--- config.mk ---
export PLATFORM = sky130hd
export DESIGN_NAME = rv32i_instruction_decoder_flat
export DESIGN_NICKNAME = d
export VERILOG_FILES = /design/src/hdl/rvid_pkg.sv /design/src/hdl/rvid_in_if.sv /design/src/hdl/rvid_out_if.sv /design/src/hdl/rvid_decode.sv /design/src/hdl/rv32i_instruction_decoder.sv /design/src/flat_wrapper.sv
export VERILOG_INCLUDE_DIRS = /design/src /design/src/hdl
export SDC_FILE = /design/constraint.sdc
export NUM_CORES = 1
export LEC_CHECK = 0
export BUFFER_PORTS_ARGS = -buffer_cell sky130_fd_sc_hd__buf_2
export CAP_MARGIN = 5
export CORE_MARGIN = 2
export CORE_UTILIZATION = 56
export DETAILED_ROUTE_END_ITERATION = 16
export HOLD_SLACK_MARGIN = 0.1
export PLACE_DENSITY = 0.84
export SYNTH_ARGS = -nofsm -noshare
export SYNTH_HDL_FRONTEND = slang
export SYNTH_SLANG_ARGS = --single-unit
--- constraint.sdc ---
create_clock -name i_clk -period 8 [get_ports i_clk]
set_input_delay 0.4 -clock i_clk [delete_from_list [all_inputs] [get_ports i_clk]]
set_output_delay 0.4 -clock i_clk [all_outputs]
set_load 0.05 [all_outputs]
--- src/hdl/assert_macros.svh ---
// ----------------------------------------------------------------------------
// assertion macros
// shared concurrent assertion forms, clocked and disabled during reset
// ----------------------------------------------------------------------------
`ifndef ASSERT_MACROS_SVH
`define ASSERT_MACROS_SVH

// property must hold at every rising clock edge outside reset
`define ASSERT_ALWAYS(lbl, clk, rst_n, prop, msg) \
    lbl: assert property (@(posedge clk) disable iff (!(rst_n)) (prop)) else $error(msg);

// consequent must hold in the same cycle as the antecedent
`define ASSERT_SAME(lbl, clk, rst_n, ante, cons, msg) \
    lbl: assert property (@(posedge clk) disable iff (!(rst_n)) (ante) |-> (cons)) \
        else $error(msg);

// consequent must hold in the cycle after the antecedent
`define ASSERT_NEXT(lbl, clk, rst_n, ante, cons, msg) \
    lbl: assert property (@(posedge clk) disable iff (!(rst_n)) (ante) |=> (cons)) \
        else $error(msg);

`endif

--- src/hdl/rvid_pkg.sv ---
// ----------------------------------------------------------------------------
// rvid_pkg
// types and constants of the rv32i instruction decoder
// ----------------------------------------------------------------------------
`default_nettype none

package rvid_pkg;

    localparam logic [6:0] OPC_LOAD   = 7'h03;
    localparam logic [6:0] OPC_OPIMM  = 7'h13;
    localparam logic [6:0] OPC_AUIPC  = 7'h17;
    localparam logic [6:0] OPC_STORE  = 7'h23;
    localparam logic [6:0] OPC_OP     = 7'h33;
    localparam logic [6:0] OPC_LUI    = 7'h37;
    localparam logic [6:0] OPC_BRANCH = 7'h63;
    localparam logic [6:0] OPC_JALR   = 7'h67;
    localparam logic [6:0] OPC_JAL    = 7'h6f;
    localparam logic [6:0] OPC_SYSTEM = 7'h73;

    localparam logic [1:0] LEN_32BIT  = 2'b11;
    localparam logic [6:0] FUNC7_ALT  = 7'h20;

    localparam logic [4:0] IMM_W_NONE = 5'd0;
    localparam logic [4:0] IMM_W_IS   = 5'd12;
    localparam logic [4:0] IMM_W_B    = 5'd13;
    localparam logic [4:0] IMM_W_U    = 5'd20;
    localparam logic [4:0] IMM_W_J    = 5'd21;

    typedef enum logic [1:0] {
        ST_OK      = 2'd0,
        ST_NOT32   = 2'd1,
        ST_BAD_OPC = 2'd2
    } t_status;

    typedef enum logic [2:0] {
        FMT_NONE = 3'd0,
        FMT_R    = 3'd1,
        FMT_I    = 3'd2,
        FMT_S    = 3'd3,
        FMT_B    = 3'd4,
        FMT_U    = 3'd5,
        FMT_J    = 3'd6
    } t_format;

    typedef enum logic [2:0] {
        CLS_NONE   = 3'd0,
        CLS_ALU    = 3'd1,
        CLS_LOAD   = 3'd2,
        CLS_STORE  = 3'd3,
        CLS_BRANCH = 3'd4,
        CLS_JUMP   = 3'd5,
        CLS_UPPER  = 3'd6,
        CLS_SYSTEM = 3'd7
    } t_class;

    typedef enum logic [3:0] {
        ALU_NONE  = 4'd0,
        ALU_ADD   = 4'd1,
        ALU_SUB   = 4'd2,
        ALU_SLL   = 4'd3,
        ALU_SLT   = 4'd4,
        ALU_LTU   = 4'd5,
        ALU_XOR   = 4'd6,
        ALU_SRL   = 4'd7,
        ALU_SRA   = 4'd8,
        ALU_OR    = 4'd9,
        ALU_AND   = 4'd10,
        ALU_PASSB = 4'd11
    } t_alu_op;

    typedef struct packed {
        t_status            status;
        t_format            format;
        t_class             instr_class;
        t_alu_op            alu_op;
        logic [4:0]         dest_reg;
        logic [4:0]         src1_reg;
        logic [4:0]         src2_reg;
        logic [2:0]         func3;
        logic [6:0]         func7;
        logic signed [31:0] immediate;
        logic [4:0]         imm_width;
    } t_dec;

endpackage

`default_nettype wire

--- src/hdl/rvid_in_if.sv ---
// ----------------------------------------------------------------------------
// rvid_in_if
// instruction word channel, valid/ready handshake
// ----------------------------------------------------------------------------
`default_nettype none

interface rvid_in_if;

    logic        valid;
    logic        ready;
    logic [31:0] instruction_word;

    modport source (output valid, output instruction_word, input ready);
    modport sink   (input valid, input instruction_word, output ready);

endinterface

`default_nettype wire

--- src/hdl/rvid_out_if.sv ---
// ----------------------------------------------------------------------------
// rvid_out_if
// decoded instruction channel, valid/ready handshake
// ----------------------------------------------------------------------------
`default_nettype none

interface rvid_out_if;

    logic               valid;
    logic               ready;
    logic [1:0]         status;
    logic [2:0]         format;
    logic [2:0]         instr_class;
    logic [3:0]         alu_op;
    logic [4:0]         dest_reg;
    logic [4:0]         src1_reg;
    logic [4:0]         src2_reg;
    logic [2:0]         func3;
    logic [6:0]         func7;
    logic signed [31:0] immediate;
    logic [4:0]         imm_width;

    modport source (
        output valid, output status, output format, output instr_class,
        output alu_op, output dest_reg, output src1_reg, output src2_reg,
        output func3, output func7, output immediate, output imm_width,
        input ready
    );
    modport sink (
        input valid, input status, input format, input instr_class,
        input alu_op, input dest_reg, input src1_reg, input src2_reg,
        input func3, input func7, input immediate, input imm_width,
        output ready
    );

endinterface

`default_nettype wire

--- src/hdl/rvid_decode.sv ---
// ----------------------------------------------------------------------------
// rvid_decode
// combinational decode of one rv32i word into fields, format, class,
// alu operation and sign-extended immediate
// ----------------------------------------------------------------------------
`default_nettype none

module rvid_decode (
    input  wire logic [31:0]  i_word,
    output rvid_pkg::t_dec    o_dec
);

    import rvid_pkg::*;

    function automatic t_alu_op alu_from_funct(
        input logic [2:0] f3,
        input logic [6:0] f7,
        input logic       reg_form
    );
        t_alu_op op;
        unique case (f3)
            3'd0: op = (reg_form && f7 == FUNC7_ALT) ? ALU_SUB : ALU_ADD;
            3'd1: op = ALU_SLL;
            3'd2: op = ALU_SLT;
            3'd3: op = ALU_LTU;
            3'd4: op = ALU_XOR;
            3'd5: op = (f7 == FUNC7_ALT) ? ALU_SRA : ALU_SRL;
            3'd6: op = ALU_OR;
            3'd7: op = ALU_AND;
            default: op = ALU_NONE;
        endcase
        return op;
    endfunction

    logic [6:0]  opc;
    logic [2:0]  f3;
    logic [6:0]  f7;
    logic [31:0] imm_i;
    logic [31:0] imm_s;
    logic [31:0] imm_b;
    logic [31:0] imm_u;
    logic [31:0] imm_j;

    assign opc = i_word[6:0];
    assign f3  = i_word[14:12];
    assign f7  = i_word[31:25];

    assign imm_i = {{20{i_word[31]}}, i_word[31:20]};
    assign imm_s = {{20{i_word[31]}}, i_word[31:25], i_word[11:7]};
    assign imm_b = {{19{i_word[31]}}, i_word[31], i_word[7], i_word[30:25],
                    i_word[11:8], 1'b0};
    assign imm_u = {i_word[31:12], 12'b0};
    assign imm_j = {{11{i_word[31]}}, i_word[31], i_word[19:12], i_word[20],
                    i_word[30:21], 1'b0};

    always_comb begin
        o_dec             = '0;
        o_dec.status      = ST_OK;
        o_dec.format      = FMT_NONE;
        o_dec.instr_class = CLS_NONE;
        o_dec.alu_op      = ALU_NONE;
        o_dec.dest_reg    = i_word[11:7];
        o_dec.src1_reg    = i_word[19:15];
        o_dec.src2_reg    = i_word[24:20];
        o_dec.func3       = f3;
        o_dec.func7       = f7;
        o_dec.immediate   = '0;
        o_dec.imm_width   = IMM_W_NONE;

        if (i_word[1:0] != LEN_32BIT) begin
            o_dec.status = ST_NOT32;
        end else begin
            unique case (opc)
                OPC_OP: begin
                    o_dec.format      = FMT_R;
                    o_dec.instr_class = CLS_ALU;
                    o_dec.alu_op      = alu_from_funct(f3, f7, 1'b1);
                end
                OPC_OPIMM, OPC_LOAD, OPC_JALR, OPC_SYSTEM: begin
                    o_dec.format    = FMT_I;
                    o_dec.imm_width = IMM_W_IS;
                    o_dec.immediate = $signed(imm_i);
                    if (opc == OPC_OPIMM) begin
                        o_dec.instr_class = CLS_ALU;
                        o_dec.alu_op      = alu_from_funct(f3, f7, 1'b0);
                    end else if (opc == OPC_LOAD) begin
                        o_dec.instr_class = CLS_LOAD;
                        o_dec.alu_op      = ALU_ADD;
                    end else if (opc == OPC_JALR) begin
                        o_dec.instr_class = CLS_JUMP;
                        o_dec.alu_op      = ALU_ADD;
                    end else begin
                        o_dec.instr_class = CLS_SYSTEM;
                    end
                end
                OPC_STORE: begin
                    o_dec.format      = FMT_S;
                    o_dec.instr_class = CLS_STORE;
                    o_dec.alu_op      = ALU_ADD;
                    o_dec.imm_width   = IMM_W_IS;
                    o_dec.immediate   = $signed(imm_s);
                end
                OPC_BRANCH: begin
                    o_dec.format      = FMT_B;
                    o_dec.instr_class = CLS_BRANCH;
                    o_dec.imm_width   = IMM_W_B;
                    o_dec.immediate   = $signed(imm_b);
                end
                OPC_LUI, OPC_AUIPC: begin
                    o_dec.format      = FMT_U;
                    o_dec.instr_class = CLS_UPPER;
                    o_dec.imm_width   = IMM_W_U;
                    o_dec.immediate   = $signed(imm_u);
                    o_dec.alu_op      = (opc == OPC_LUI) ? ALU_PASSB : ALU_ADD;
                end
                OPC_JAL: begin
                    o_dec.format      = FMT_J;
                    o_dec.instr_class = CLS_JUMP;
                    o_dec.alu_op      = ALU_ADD;
                    o_dec.imm_width   = IMM_W_J;
                    o_dec.immediate   = $signed(imm_j);
                end
                default: begin
                    o_dec.status = ST_BAD_OPC;
                end
            endcase
        end
    end

endmodule

`default_nettype wire

--- src/hdl/rv32i_instruction_decoder.sv ---
// ----------------------------------------------------------------------------
// rv32i_instruction_decoder
// decodes one rv32i instruction word per transaction into its fields,
// format, class, alu operation and sign-extended immediate
//
//   channel   direction  payload                         handshake
//   i_instr   in         instruction_word[31:0]          valid / ready
//   o_dec     out        status .. imm_width (decoded)   valid / ready
//
// one transaction per clock sustained while o_dec does not stall
// the word is held in an input register, decoded by one level of logic
// and captured in the result register
// a stall on o_dec holds the result; the input register keeps accepting
// until both registers are full
// synchronous active-low reset clears both valid flags only
// ----------------------------------------------------------------------------
`default_nettype none

`include "assert_macros.svh"

module rv32i_instruction_decoder (
    input  wire logic  i_clk,
    input  wire logic  i_rst_n,
    rvid_in_if.sink    i_instr,
    rvid_out_if.source o_dec
);

    import rvid_pkg::*;

    logic        r_s1_valid;
    logic        n_s1_valid;
    logic [31:0] r_s1_word;
    logic [31:0] n_s1_word;
    logic        r_s2_valid;
    logic        n_s2_valid;
    t_dec        r_s2;
    t_dec        n_s2;
    t_dec        dec;
    logic        s2_ready;
    logic        s1_move;
    logic        in_fire;

    rvid_decode u_decode (
        .i_word (r_s1_word),
        .o_dec  (dec)
    );

    assign s2_ready      = !r_s2_valid || o_dec.ready;
    assign s1_move       = r_s1_valid && s2_ready;
    assign i_instr.ready = !r_s1_valid || s2_ready;
    assign in_fire       = i_instr.valid && i_instr.ready;

    always_comb begin
        n_s1_valid = r_s1_valid;
        n_s1_word  = r_s1_word;
        n_s2_valid = r_s2_valid;
        n_s2       = r_s2;
        if (s2_ready) begin
            n_s2_valid = r_s1_valid;
            if (r_s1_valid) begin
                n_s2 = dec;
            end
        end
        if (in_fire) begin
            n_s1_valid = 1'b1;
            n_s1_word  = i_instr.instruction_word;
        end else if (s1_move) begin
            n_s1_valid = 1'b0;
        end
    end

    always_ff @(posedge i_clk) begin
        if (!i_rst_n) begin
            r_s1_valid <= 1'b0;
            r_s2_valid <= 1'b0;
        end else begin
            r_s1_valid <= n_s1_valid;
            r_s2_valid <= n_s2_valid;
        end
    end

    always_ff @(posedge i_clk) begin
        r_s1_word <= n_s1_word;
        r_s2      <= n_s2;
    end

    assign o_dec.valid       = r_s2_valid;
    assign o_dec.status      = r_s2.status;
    assign o_dec.format      = r_s2.format;
    assign o_dec.instr_class = r_s2.instr_class;
    assign o_dec.alu_op      = r_s2.alu_op;
    assign o_dec.dest_reg    = r_s2.dest_reg;
    assign o_dec.src1_reg    = r_s2.src1_reg;
    assign o_dec.src2_reg    = r_s2.src2_reg;
    assign o_dec.func3       = r_s2.func3;
    assign o_dec.func7       = r_s2.func7;
    assign o_dec.immediate   = r_s2.immediate;
    assign o_dec.imm_width   = r_s2.imm_width;

    // an accepted word always lands in the input register
    `ASSERT_NEXT(a_in_lands, i_clk, i_rst_n, in_fire, r_s1_valid, "accepted word lost")
    // a waiting word is not overwritten while the result side is stalled
    `ASSERT_NEXT(a_s1_hold, i_clk, i_rst_n, r_s1_valid && !s2_ready, $stable(r_s1_word), "input register overwritten")
    // rejected words carry no decode
    `ASSERT_SAME(a_bad_clean, i_clk, i_rst_n, r_s2_valid && r_s2.status != ST_OK, r_s2.format == FMT_NONE && r_s2.immediate == 0 && r_s2.imm_width == IMM_W_NONE, "rejected word decoded")
    // register format has no immediate
    `ASSERT_SAME(a_r_noimm, i_clk, i_rst_n, r_s2_valid && r_s2.format == FMT_R, r_s2.immediate == 0 && r_s2.imm_width == IMM_W_NONE, "r format with immediate")
    // branch offsets are even and thirteen bits wide
    `ASSERT_SAME(a_b_even, i_clk, i_rst_n, r_s2_valid && r_s2.format == FMT_B, r_s2.immediate[0] == 1'b0 && r_s2.imm_width == IMM_W_B, "bad branch immediate")

endmodule

`default_nettype wire

--- src/flat_wrapper.sv ---
// flat-port wrapper written by rule: the top's interface ports become plain ports
module rv32i_instruction_decoder_flat import rvid_pkg::*;
  (i_clk, i_rst_n, i_instr_valid, i_instr_instruction_word, i_instr_ready, o_dec_valid, o_dec_status, o_dec_format, o_dec_instr_class, o_dec_alu_op, o_dec_dest_reg, o_dec_src1_reg, o_dec_src2_reg, o_dec_func3, o_dec_func7, o_dec_immediate, o_dec_imm_width, o_dec_ready);
  rvid_in_if i_instr_i ();
  rvid_out_if o_dec_i ();
  input  wire logic i_clk;
  input  wire logic i_rst_n;
  input wire logic [$bits(i_instr_i.valid)-1:0] i_instr_valid;
  input wire logic [$bits(i_instr_i.instruction_word)-1:0] i_instr_instruction_word;
  output wire logic [$bits(i_instr_i.ready)-1:0] i_instr_ready;
  output wire logic [$bits(o_dec_i.valid)-1:0] o_dec_valid;
  output wire logic [$bits(o_dec_i.status)-1:0] o_dec_status;
  output wire logic [$bits(o_dec_i.format)-1:0] o_dec_format;
  output wire logic [$bits(o_dec_i.instr_class)-1:0] o_dec_instr_class;
  output wire logic [$bits(o_dec_i.alu_op)-1:0] o_dec_alu_op;
  output wire logic [$bits(o_dec_i.dest_reg)-1:0] o_dec_dest_reg;
  output wire logic [$bits(o_dec_i.src1_reg)-1:0] o_dec_src1_reg;
  output wire logic [$bits(o_dec_i.src2_reg)-1:0] o_dec_src2_reg;
  output wire logic [$bits(o_dec_i.func3)-1:0] o_dec_func3;
  output wire logic [$bits(o_dec_i.func7)-1:0] o_dec_func7;
  output wire logic [$bits(o_dec_i.immediate)-1:0] o_dec_immediate;
  output wire logic [$bits(o_dec_i.imm_width)-1:0] o_dec_imm_width;
  input wire logic [$bits(o_dec_i.ready)-1:0] o_dec_ready;
  assign i_instr_i.valid = i_instr_valid;
  assign i_instr_i.instruction_word = i_instr_instruction_word;
  assign i_instr_ready = i_instr_i.ready;
  assign o_dec_valid = o_dec_i.valid;
  assign o_dec_status = o_dec_i.status;
  assign o_dec_format = o_dec_i.format;
  assign o_dec_instr_class = o_dec_i.instr_class;
  assign o_dec_alu_op = o_dec_i.alu_op;
  assign o_dec_dest_reg = o_dec_i.dest_reg;
  assign o_dec_src1_reg = o_dec_i.src1_reg;
  assign o_dec_src2_reg = o_dec_i.src2_reg;
  assign o_dec_func3 = o_dec_i.func3;
  assign o_dec_func7 = o_dec_i.func7;
  assign o_dec_immediate = o_dec_i.immediate;
  assign o_dec_imm_width = o_dec_i.imm_width;
  assign o_dec_i.ready = o_dec_ready;
  rv32i_instruction_decoder u_core (.i_clk(i_clk), .i_rst_n(i_rst_n), .i_instr(i_instr_i), .o_dec(o_dec_i));
endmodule
==> results of run 1 <==
[cell usage in the layout (no fill, tap or decap), drive strengths merged, types with 2 or more instances in the layout]
master,instances
o21ai,11
a211oi,2
a21o,19
nor2b,10
o211ai,2
inv,5
clkinv,2
a22o,5
o21a,2
nor4b,2
and3,4
bufinv,2
nor3,3
xnor2,2
buf,112
and2,11
dfxtp,2
or2,2
mux2i,2
nand3,5
edfxtp,105
nand2,13
clkbuf,11
nor2,15
a21oi,22
[area by class of cell]
type / instances / area [sq um]
Clock buffer: 11 / 151
Clock inverter: 5 / 82.6
Fill cell: 516 / 2240
Inverter: 4 / 15.0
Multi-Input combinational cell: 144 / 878
Sequential cell: 107 / 3190
Tap cell: 99 / 124
Timing Repair Buffer: 112 / 566
[per-stage QoR]
stage | power (mW) | hold slack, ns | setup slack [ns] | util
2_1_floorplan | 0.779 | 0.426 | 3.53 | -
3_3_place_gp | 0.810 | 0.431 | 5.74 | 0.658
3_5_place_dp | 0.813 | 0.435 | 5.64 | 0.658
4_1_cts | 1.18 | 0.188 | 5.61 | 0.691
5_1_grt | 1.21 | 0.179 | 5.43 | 0.691
6_report | 1.17 | 0.204 | 5.60 | 0.691
[worst min-delay path by stage]
stage / startpoint / end / slack, ns / cells past startpoint
after floorplan: u_core.r_s1_word[14] / u_core.o_dec.func3[2] / 0.43 / 0
after global placement: u_core.r_s1_word[17] / u_core.o_dec.src1_reg[2] / 0.43 / 0
after detailed placement: u_core.r_s1_word[16] / u_core.o_dec.src1_reg[1] / 0.44 / 0
after CTS: i_instr_instruction_word[12] / u_core.r_s1_word[12] / 0.19 / 1
after global routing: i_instr_instruction_word[19] / u_core.r_s1_word[19] / 0.18 / 1
final: i_instr_instruction_word[12] / u_core.r_s1_word[12] / 0.20 / 1
[power by group]
group | internal (mW) | switching [mW] | leakage [nW]
clock | 0.195 | 0.173 | 0.120
combinational | 0.0308 | 0.101 | 0.900
sequential | 0.648 | 0.0196 | 0.993
[cells by family after synthesis]
kind of cell           Yosys count  synth area share
AO/OA/AOI/OAI                   67             0.101
AND/OR/NAND/NOR                 72            0.0963
multiplexers                     2           0.00477
flip-flops                     107             0.761
other                            1          0.000893
buffers and inverters           20            0.0319
XOR/XNOR                         2           0.00417
[worst max-delay path, delay by kind of cell (launching register included)]
family	cells	cell delay, ns
flip-flops	1	0.66
AO/OA/AOI/OAI	4	1.22
AND/OR/NAND/NOR	1	0.40
[metal layers]
layer,up-vias,track usage
li1,1225,-
met1,1223,0.268
met5,-,0
met4,0,0.0769
met3,13,0.0576
met2,129,0.339
==> flow_metrics.py, run 1 <==
metrics = {
    "clock_tree": {
        "numCtsBuffers": 9,
        "clock_latency_ns": 0.36,
        "post_cts_buffers": 0,
        "clk_pin_slew_worst_paths_ns": 0.10,
        "htreeDepth": 3,
        "root_buffer": "clkbuf_8",
        "clock-sinks": 107,
        "cts_tree": "yes",
        "clockBufferDepth": 2,
        "cts_hold_buf": 0,
        "cts_resized": 0,
    },
    "flow_run": {
        "cap_violations": 0,
    },
    "worst_setup_path": {
        "rrSetupSlack_ns": 5.60,
        "cpMostUsedCell": "a21oi_1",
        "slowest_stage": "a21oi_1",
        "endpoint": "u_core.o_dec.immediate[29]",
        "slowest_delay_ns": 0.79,
        "cp-startpoint": "u_core.r_s1_word[2]",
        "crit_path_end_kind": "flip-flop",
        "r2r_cells": 5,
        "required_ns": 8.22,
        "r2r-start": "u_core.r_s1_word[2]",
        "crit_fanout": 19,
        "worstPathArrival_ns": 2.63,
        "critPathKind": "reg2reg",
        "crit_chain": "or2_2 -> a21oi_1 -> o21ai_0 -> a21oi_1 -> a21o_1",
        "r2r-end": "u_core.o_dec.immediate[29]",
        "startpoint_type": "flip-flop",
    },
    "logic_synthesis": {
        "synth.ff_latch_count": 107,
        "yosysWarnings": 0,
        "netlist.area_leader.share": 0.751,
        "synth.net_count": 307,
        "synth_common_cells": "105 x edfxtp_1, 22 x a21oi_1, 18 x a21o_1",
        "yosysUniqueCellTypes": 42,
        "synthArstFlopShare": 0,
        "syn-cell-area_sq_mm": 0.00420,
        "synth-edff-count": 105,
        "synth_most_common_cell": "edfxtp_1",
        "synthTopCellsByArea": "edfxtp_1 75%, a21o_1 3.2%, a21oi_1 2.6%, nor2b_1 1.5%, and2_1 1.3%",
        "avgSynthCellArea_sq_um": 15.5,
        "postSynthCellCount": 271,
        "synth_flop_cell": "edfxtp_1",
        "synth_area_leader_cell": "edfxtp_1",
        "synth_seq_area_share": 0.761,
    },
    "detailed_routing": {
        "ant_nets": 0,
        "wl_met2_microns": 4050,
        "drt_first_pass_iters": 4,
        "drc": 0,
        "top_layer_used": "met4",
        "via_per_inst": 5.37,
        "first_iter_violations": 204,
        "wl_microns": 8170,
        "post_drt_wl_per_cell_microns": 16.9,
        "vias": 2590,
        "wirelength_met1_microns": 3370,
        "dr_wl_met3_microns": 583,
    },
    "pwr": {
        "leakage_nw": 2.01,
        "vdd_drop_max_v": 0.000156,
        "power_density_mw_per_mm2": 233,
    },
    "global_routing": {
        "grt_pass1_vias": 2585,
        "grt_max_degree": 74,
        "grt_remaining_overflow": 0,
        "grt_use_total": 0.208,
        "grt_pass1_wl_microns": 12800,
        "antenna_found_initial": 0,
    },
    "place": {
        "place_inst": 466,
        "hpwl_microns": 5590,
        "port_buffers": 110,
        "gp_congestion": 0.908,
        "dpl-instance-area_sq_mm": 0.00478,
    },
    "die": {
        "die_h_microns": 90.6,
        "io-pin-count": 112,
        "core_region_area_sq_mm": 0.00725,
        "placementRows": 31,
        "fp.dieArea_sq_mm": 0.00820,
        "start_util": 0.579,
        "die_w_microns": 90.6,
    },
    "layout": {
        "stdcell_count": 482,
        "num-nets-final": 414,
        "stdcell_area_sq_mm": 0.00501,
        "area_growth_syn_to_layout_pct": 19.3,
        "n_antenna_cell": 0,
        "drive_gt1_frac": 0.355,
    },
    "timing": {
        "finalClockSkew_ns": 0.0109,
        "layout_min_cycle_time_ns": 2.40,
        "max_freq_mhz": 416,
        "max_slew_margin": 0.371,
        "grt_setup_unrepaired": "no",
        "setup_viol": 0,
        "setup_tns_ns": 0,
        "fin_crit_sh": 0.301,
        "final-hold-violation-count": 0,
        "worstMarginPinSlew_ns": 0.943,
        "report.final.slew_viol_count": 0,
    },
    "outcome": {
        "outcome": "completed",
    },
    "hold_path": {
        "hp-class": "in2reg",
    },
}
(Power assumes the default switching activity.)
==> run 2, diff against run 1 <==
Settings changed: CORE_UTILIZATION 56 to 47, PLACE_DENSITY 0.84 to 0.75.
Clock period 8 ns to 2.2 ns, I/O delays scaled along.
==> run 2 against run 1 <==
Clock skew decreased by 0.0034 ns. Combinational power rose to 4.1 times the previous value. Critical path depth rose by 1. Die area up 18%. First-iteration DRC count decreased by 54%. Sequential share of layout area down 4.7 points. Count of clock-buffer cells in the layout shrank 1. Maximum frequency is 23% higher. Non-clock buffer count rose by 43. Clock power increased to 3.3 times the previous value. Critical endpoint is now u_core.o_dec.immediate[2]. Largest power group unchanged. Highest routed layer unchanged.
==> flow_metrics.py, run 2 (synthesized netlist as in run 1, its figures left out) <==
metrics = {
    "worst_setup_path": {
        "worstPathArrival_ns": 2.19,
        "critPathKind": "reg2reg",
        "rrSetupSlack_ns": 0.25,
        "crit_path_end_kind": "flip-flop",
        "crit_fanout": 11,
        "required_ns": 2.44,
        "startpoint_type": "flip-flop",
        "r2r_cells": 6,
    },
    "clock_tree": {
        "root_buffer": "clkbuf_8",
        "numCtsBuffers": 9,
        "clockBufferDepth": 2,
        "htreeDepth": 3,
        "cts_tree": "yes",
        "clock_latency_ns": 0.36,
        "clk_pin_slew_worst_paths_ns": 0.10,
        "clock-sinks": 107,
    },
    "timing": {
        "max_slew_margin": 0.474,
        "setup_ws_ns": 0.247,
        "fin_crit_sh": 0.888,
        "final-hold-violation-count": 0,
        "grt_setup_unrepaired": "no",
        "max_freq_mhz": 512,
        "report.final.slew_viol_count": 0,
        "worstMarginPinSlew_ns": 0.790,
        "setup_tns_ns": 0,
        "setup_viol": 0,
        "finalClockSkew_ns": 0.00756,
        "layout_min_cycle_time_ns": 1.95,
    },
    "layout": {
        "multiInputGateArea_sq_um": 880,
        "stdcell_count": 534,
        "nFillCells": 701,
        "layout_common_cells": "110 x buf_2, 105 x edfxtp_1, 34 x dlygate4sd3_1, 22 x a21oi_1, 18 x a21o_1",
        "stdcell_area_sq_mm": 0.00541,
        "final_common_cell": "buf_2",
        "area_growth_syn_to_layout_pct": 28.9,
        "drive_gt1_frac": 0.343,
        "regArea_sq_mm": 0.00319,
        "n_antenna_cell": 0,
        "num-nets-final": 457,
    },
    "detailed_routing": {
        "drc": 0,
        "wl_microns": 8150,
        "ant_nets": 0,
        "top_layer_used": "met4",
        "drt_first_pass_iters": 4,
        "first_iter_violations": 94,
        "via_per_inst": 5.13,
        "post_drt_wl_per_cell_microns": 15.3,
        "dr_wl_met3_microns": 557,
        "wl_met2_microns": 4040,
        "wirelength_met1_microns": 3360,
        "vias": 2738,
    },
    "die": {
        "io-pin-count": 112,
        "die_w_microns": 98.5,
        "die_h_microns": 98.5,
        "fp.dieArea_sq_mm": 0.00970,
        "placementRows": 34,
        "core_region_area_sq_mm": 0.00868,
        "start_util": 0.484,
    },
    "hold_path": {
        "min_delay_path_depth": 3,
        "hp-class": "in2reg",
    },
    "pwr": {
        "power_density_mw_per_mm2": 769,
        "vdd_drop_max_v": 0.000475,
        "power_mw": 4.16,
        "leakage_nw": 2.18,
    },
    "place": {
        "place_inst": 484,
        "port_buffers": 110,
        "place_ws_ns": 0.275,
        "dpl-instance-area_sq_mm": 0.00487,
        "hpwl_microns": 5290,
        "gp_congestion": 0.983,
    },
    "global_routing": {
        "grt_pass1_vias": 2613,
        "grt_pass1_wl_microns": 13000,
        "grt_remaining_overflow": 0,
        "grt_max_degree": 74,
        "grt_use_total": 0.174,
        "antenna_found_initial": 0,
    },
    "flow_run": {
        "cap_violations": 0,
    },
    "outcome": {
        "outcome": "completed",
    },
}
run 2: final cells by class:
type                            count  share of cell area
Inverter                            4             0.00278
Multi-Input combinational cell    144               0.163
Tap cell                          108              0.0250
Timing Repair Buffer              155               0.182
Sequential cell                   107               0.590
Clock inverter                      6              0.0134
Clock buffer                       10              0.0236
run 2: where the power goes:
part,internal (mW),switching [mW]
combinational,0.161,0.384
sequential,2.36,0.0585
clock,0.538,0.661
run 2: final timing paths:
kind | startpoint | end
min reg2reg | u_core.r_s1_word[19] | u_core.o_dec.src1_reg[4]
min | o_dec_ready | u_core.o_dec.valid
max reg2reg | u_core.r_s1_word[2] | u_core.o_dec.immediate[2]
max | u_core.r_s1_word[2] | u_core.o_dec.immediate[2]
run 2: routing by layer:
layer,track usage,up-vias
li1,-,1316
met3,0.0369,12
met5,0,-
met1,0.224,1289
met2,0.279,121
met4,0.0906,0
run 2: what timing repair did:
item	in CTS	in global routing
hold endpoints to repair	34	0
gates resized for setup	0	0
hold buffers	34	0
buffers inserted	0	0
run 2: per-stage QoR:
step                 util  hold WS [ns]
floorplan               -         0.209
global placement    0.561         0.286
detailed placement  0.561         0.288
CTS                 0.623         0.114
global route        0.623         0.120
finish              0.623         0.122
run 2: critical path, stage by stage, from the launching register on:
cell	delay, ns
edfxtp_1	0.52
buf_4	0.23
nor2_1	0.27
nand3_1	0.18
o21a_1	0.14
nor2_1	0.30
a22o_1	0.19
==> run 3, diff against run 2 <==
Settings changed: RECOVER_POWER set to 25.
Clock period 2.2 ns to 1.65 ns, I/O delays scaled along.
==> run 3 against run 2 <==
The flow now finishes with violations (negative setup slack). Critical path depth did not move. Sequential cell count did not move. Clock power rose by 20%. Global-route usage rose by 2.5 points. Critical endpoint is now u_core.o_dec.alu_op[0]. Largest power group unchanged. Highest routed layer unchanged.
==> flow_metrics.py, run 3 (synthesized netlist as in run 1, its figures left out) <==
metrics = {
    "detailed_routing": {
        "drt_first_pass_iters": 4,
        "first_iter_violations": 179,
        "via_per_inst": 5.18,
        "drc": 0,
        "vias": 2990,
        "ant_nets": 0,
        "wl_microns": 9690,
        "post_drt_wl_per_cell_microns": 16.8,
    },
    "layout": {
        "nFillCells": 646,
        "stdcell_count": 577,
        "multiInputGateArea_sq_mm": 0.00105,
        "final_common_cell": "edfxtp_1",
        "drive_gt1_frac": 0.418,
        "num-nets-final": 500,
        "layout_common_cells": "105 x edfxtp_1, 97 x buf_2, 36 x dlygate4sd3_1, 35 x buf_4",
        "n_antenna_cell": 0,
        "regArea_sq_mm": 0.00320,
        "area_growth_syn_to_layout_pct": 40.1,
    },
    "clock_tree": {
        "cts_tree": "yes",
        "htreeDepth": 3,
        "clk_pin_slew_worst_paths_ns": 0.10,
        "numCtsBuffers": 9,
        "clock-sinks": 107,
        "clockBufferDepth": 2,
        "clock_latency_ns": 0.36,
        "root_buffer": "clkbuf_8",
    },
    "timing": {
        "max_freq_mhz": 524,
        "max_slew_margin": 0.600,
        "hold_slack_ns": 0.425,
        "setup_viol": 8,
        "final-hold-violation-count": 0,
        "grt_setup_unrepaired": "yes",
        "setup_ws_ns": -0.259,
        "worstMarginPinSlew_ns": 0.602,
        "fin_crit_sh": 1.16,
        "layout_min_cycle_time_ns": 1.91,
        "finalClockSkew_ns": 0.0109,
        "report.final.slew_viol_count": 0,
    },
    "worst_setup_path": {
        "crit_path_end_kind": "flip-flop",
        "required_ns": 1.76,
        "startpoint_type": "flip-flop",
        "critPathKind": "reg2reg",
        "rrSetupSlack_ns": -0.26,
        "crit_fanout": 5,
        "r2r_cells": 6,
        "worstPathArrival_ns": 2.02,
    },
    "global_routing": {
        "grt_max_degree": 74,
        "antenna_found_initial": 0,
        "grt_remaining_overflow": 0,
        "grt_pass1_vias": 2950,
        "grt_use_total": 0.198,
        "grt_pass1_wl_microns": 14900,
    },
    "place": {
        "gp_congestion": 0.860,
        "place_inst": 513,
        "port_buffers": 110,
        "place_ws_ns": -0.265,
        "hpwl_microns": 5960,
    },
    "flow_run": {
        "cap_violations": 0,
    },
    "pwr": {
        "vdd_drop_max_v": 0.000583,
        "leakage_nw": 2.37,
        "power_density_mw_per_mm2": 939,
    },
    "outcome": {
        "violations": "negative setup slack",
        "outcome": "finished with violations",
    },
    "die": {
        "io-pin-count": 112,
        "die_h_microns": 98.5,
        "die_w_microns": 98.5,
        "placementRows": 34,
        "start_util": 0.484,
        "fp.dieArea_sq_mm": 0.00970,
        "core_region_area_sq_mm": 0.00868,
    },
    "hold_path": {
        "hp-class": "in2reg",
        "min_delay_path_depth": 2,
    },
}
## run 3: cell types whose count changed in the layout (fill, tap and decap cells not counted), sizes merged
cell,delta
and3,+1
buf,+22
dlygate4sd3,+2
clkinvlp,-2
bufinv,-1
clkbuf,+17
clkinv,+4
## run 3: final timing paths
check	from	endpoint
worst max-delay path	u_core.r_s1_word[28]	u_core.o_dec.alu_op[0]
worst min-delay path	i_instr_instruction_word[24]	u_core.r_s1_word[24]
worst max register to register	u_core.r_s1_word[28]	u_core.o_dec.alu_op[0]
worst min register to register	u_core.r_s1_word[15]	u_core.o_dec.src1_reg[0]
## run 3: layout make-up
type / count / share of cell area
Clock buffer: 9 / 0.0211
Multi-Input combinational cell: 145 / 0.178
Inverter: 4 / 0.00255
Sequential cell: 107 / 0.544
Tap cell: 108 / 0.0230
Clock inverter: 7 / 0.00894
Timing Repair Buffer: 197 / 0.223
## run 3: stage by stage
step	area [sq um]	setup TNS [ns]	utilization	power, mW
floorplan	4220	-30.43	-	3.77
global placement	5110	-2.36	0.589	4.00
detailed placement	5110	-3.93	0.589	4.01
CTS	5770	-0.688	0.665	5.52
global route	5880	-1.71	0.678	5.72
finish	5880	-0.787	0.678	5.52
## run 3: power breakdown
group / switching, mW / leakage [nW] / internal [mW]
Sequential: 0.0666 / 0.994 / 3.14
Combinational: 0.587 / 1.29 / 0.293
Clock: 0.876 / 0.0868 / 0.560
## run 3: critical path: stages, from the launching register on
cell and delay (ns):
edfxtp_1 0.41, or4_4 0.56, nor4b_4 0.22, buf_4 0.18
a211oi_1 0.07, a21oi_1 0.14, o22ai_1 0.10
## run 3: timing repair
item,CTS,global route
hold endpoints to repair,34,0
buffers inserted,7,8
gates cloned,1,0
endpoints found under the setup margin,36,38
pin swaps,12,23
resized for setup,28,30
hold buffers,36,0
## run 3: routing by layer
metal  vias to the layer above  global-route usage  wire, microns  part of all wire
li1                       1403                   -              -                 -
met1                      1457               0.255           3970              0.41
met2                       119               0.330           4940              0.51
met3                        11              0.0504            649             0.067
met4                         0              0.0695            133             0.014
met5                         -                   0              0                 0
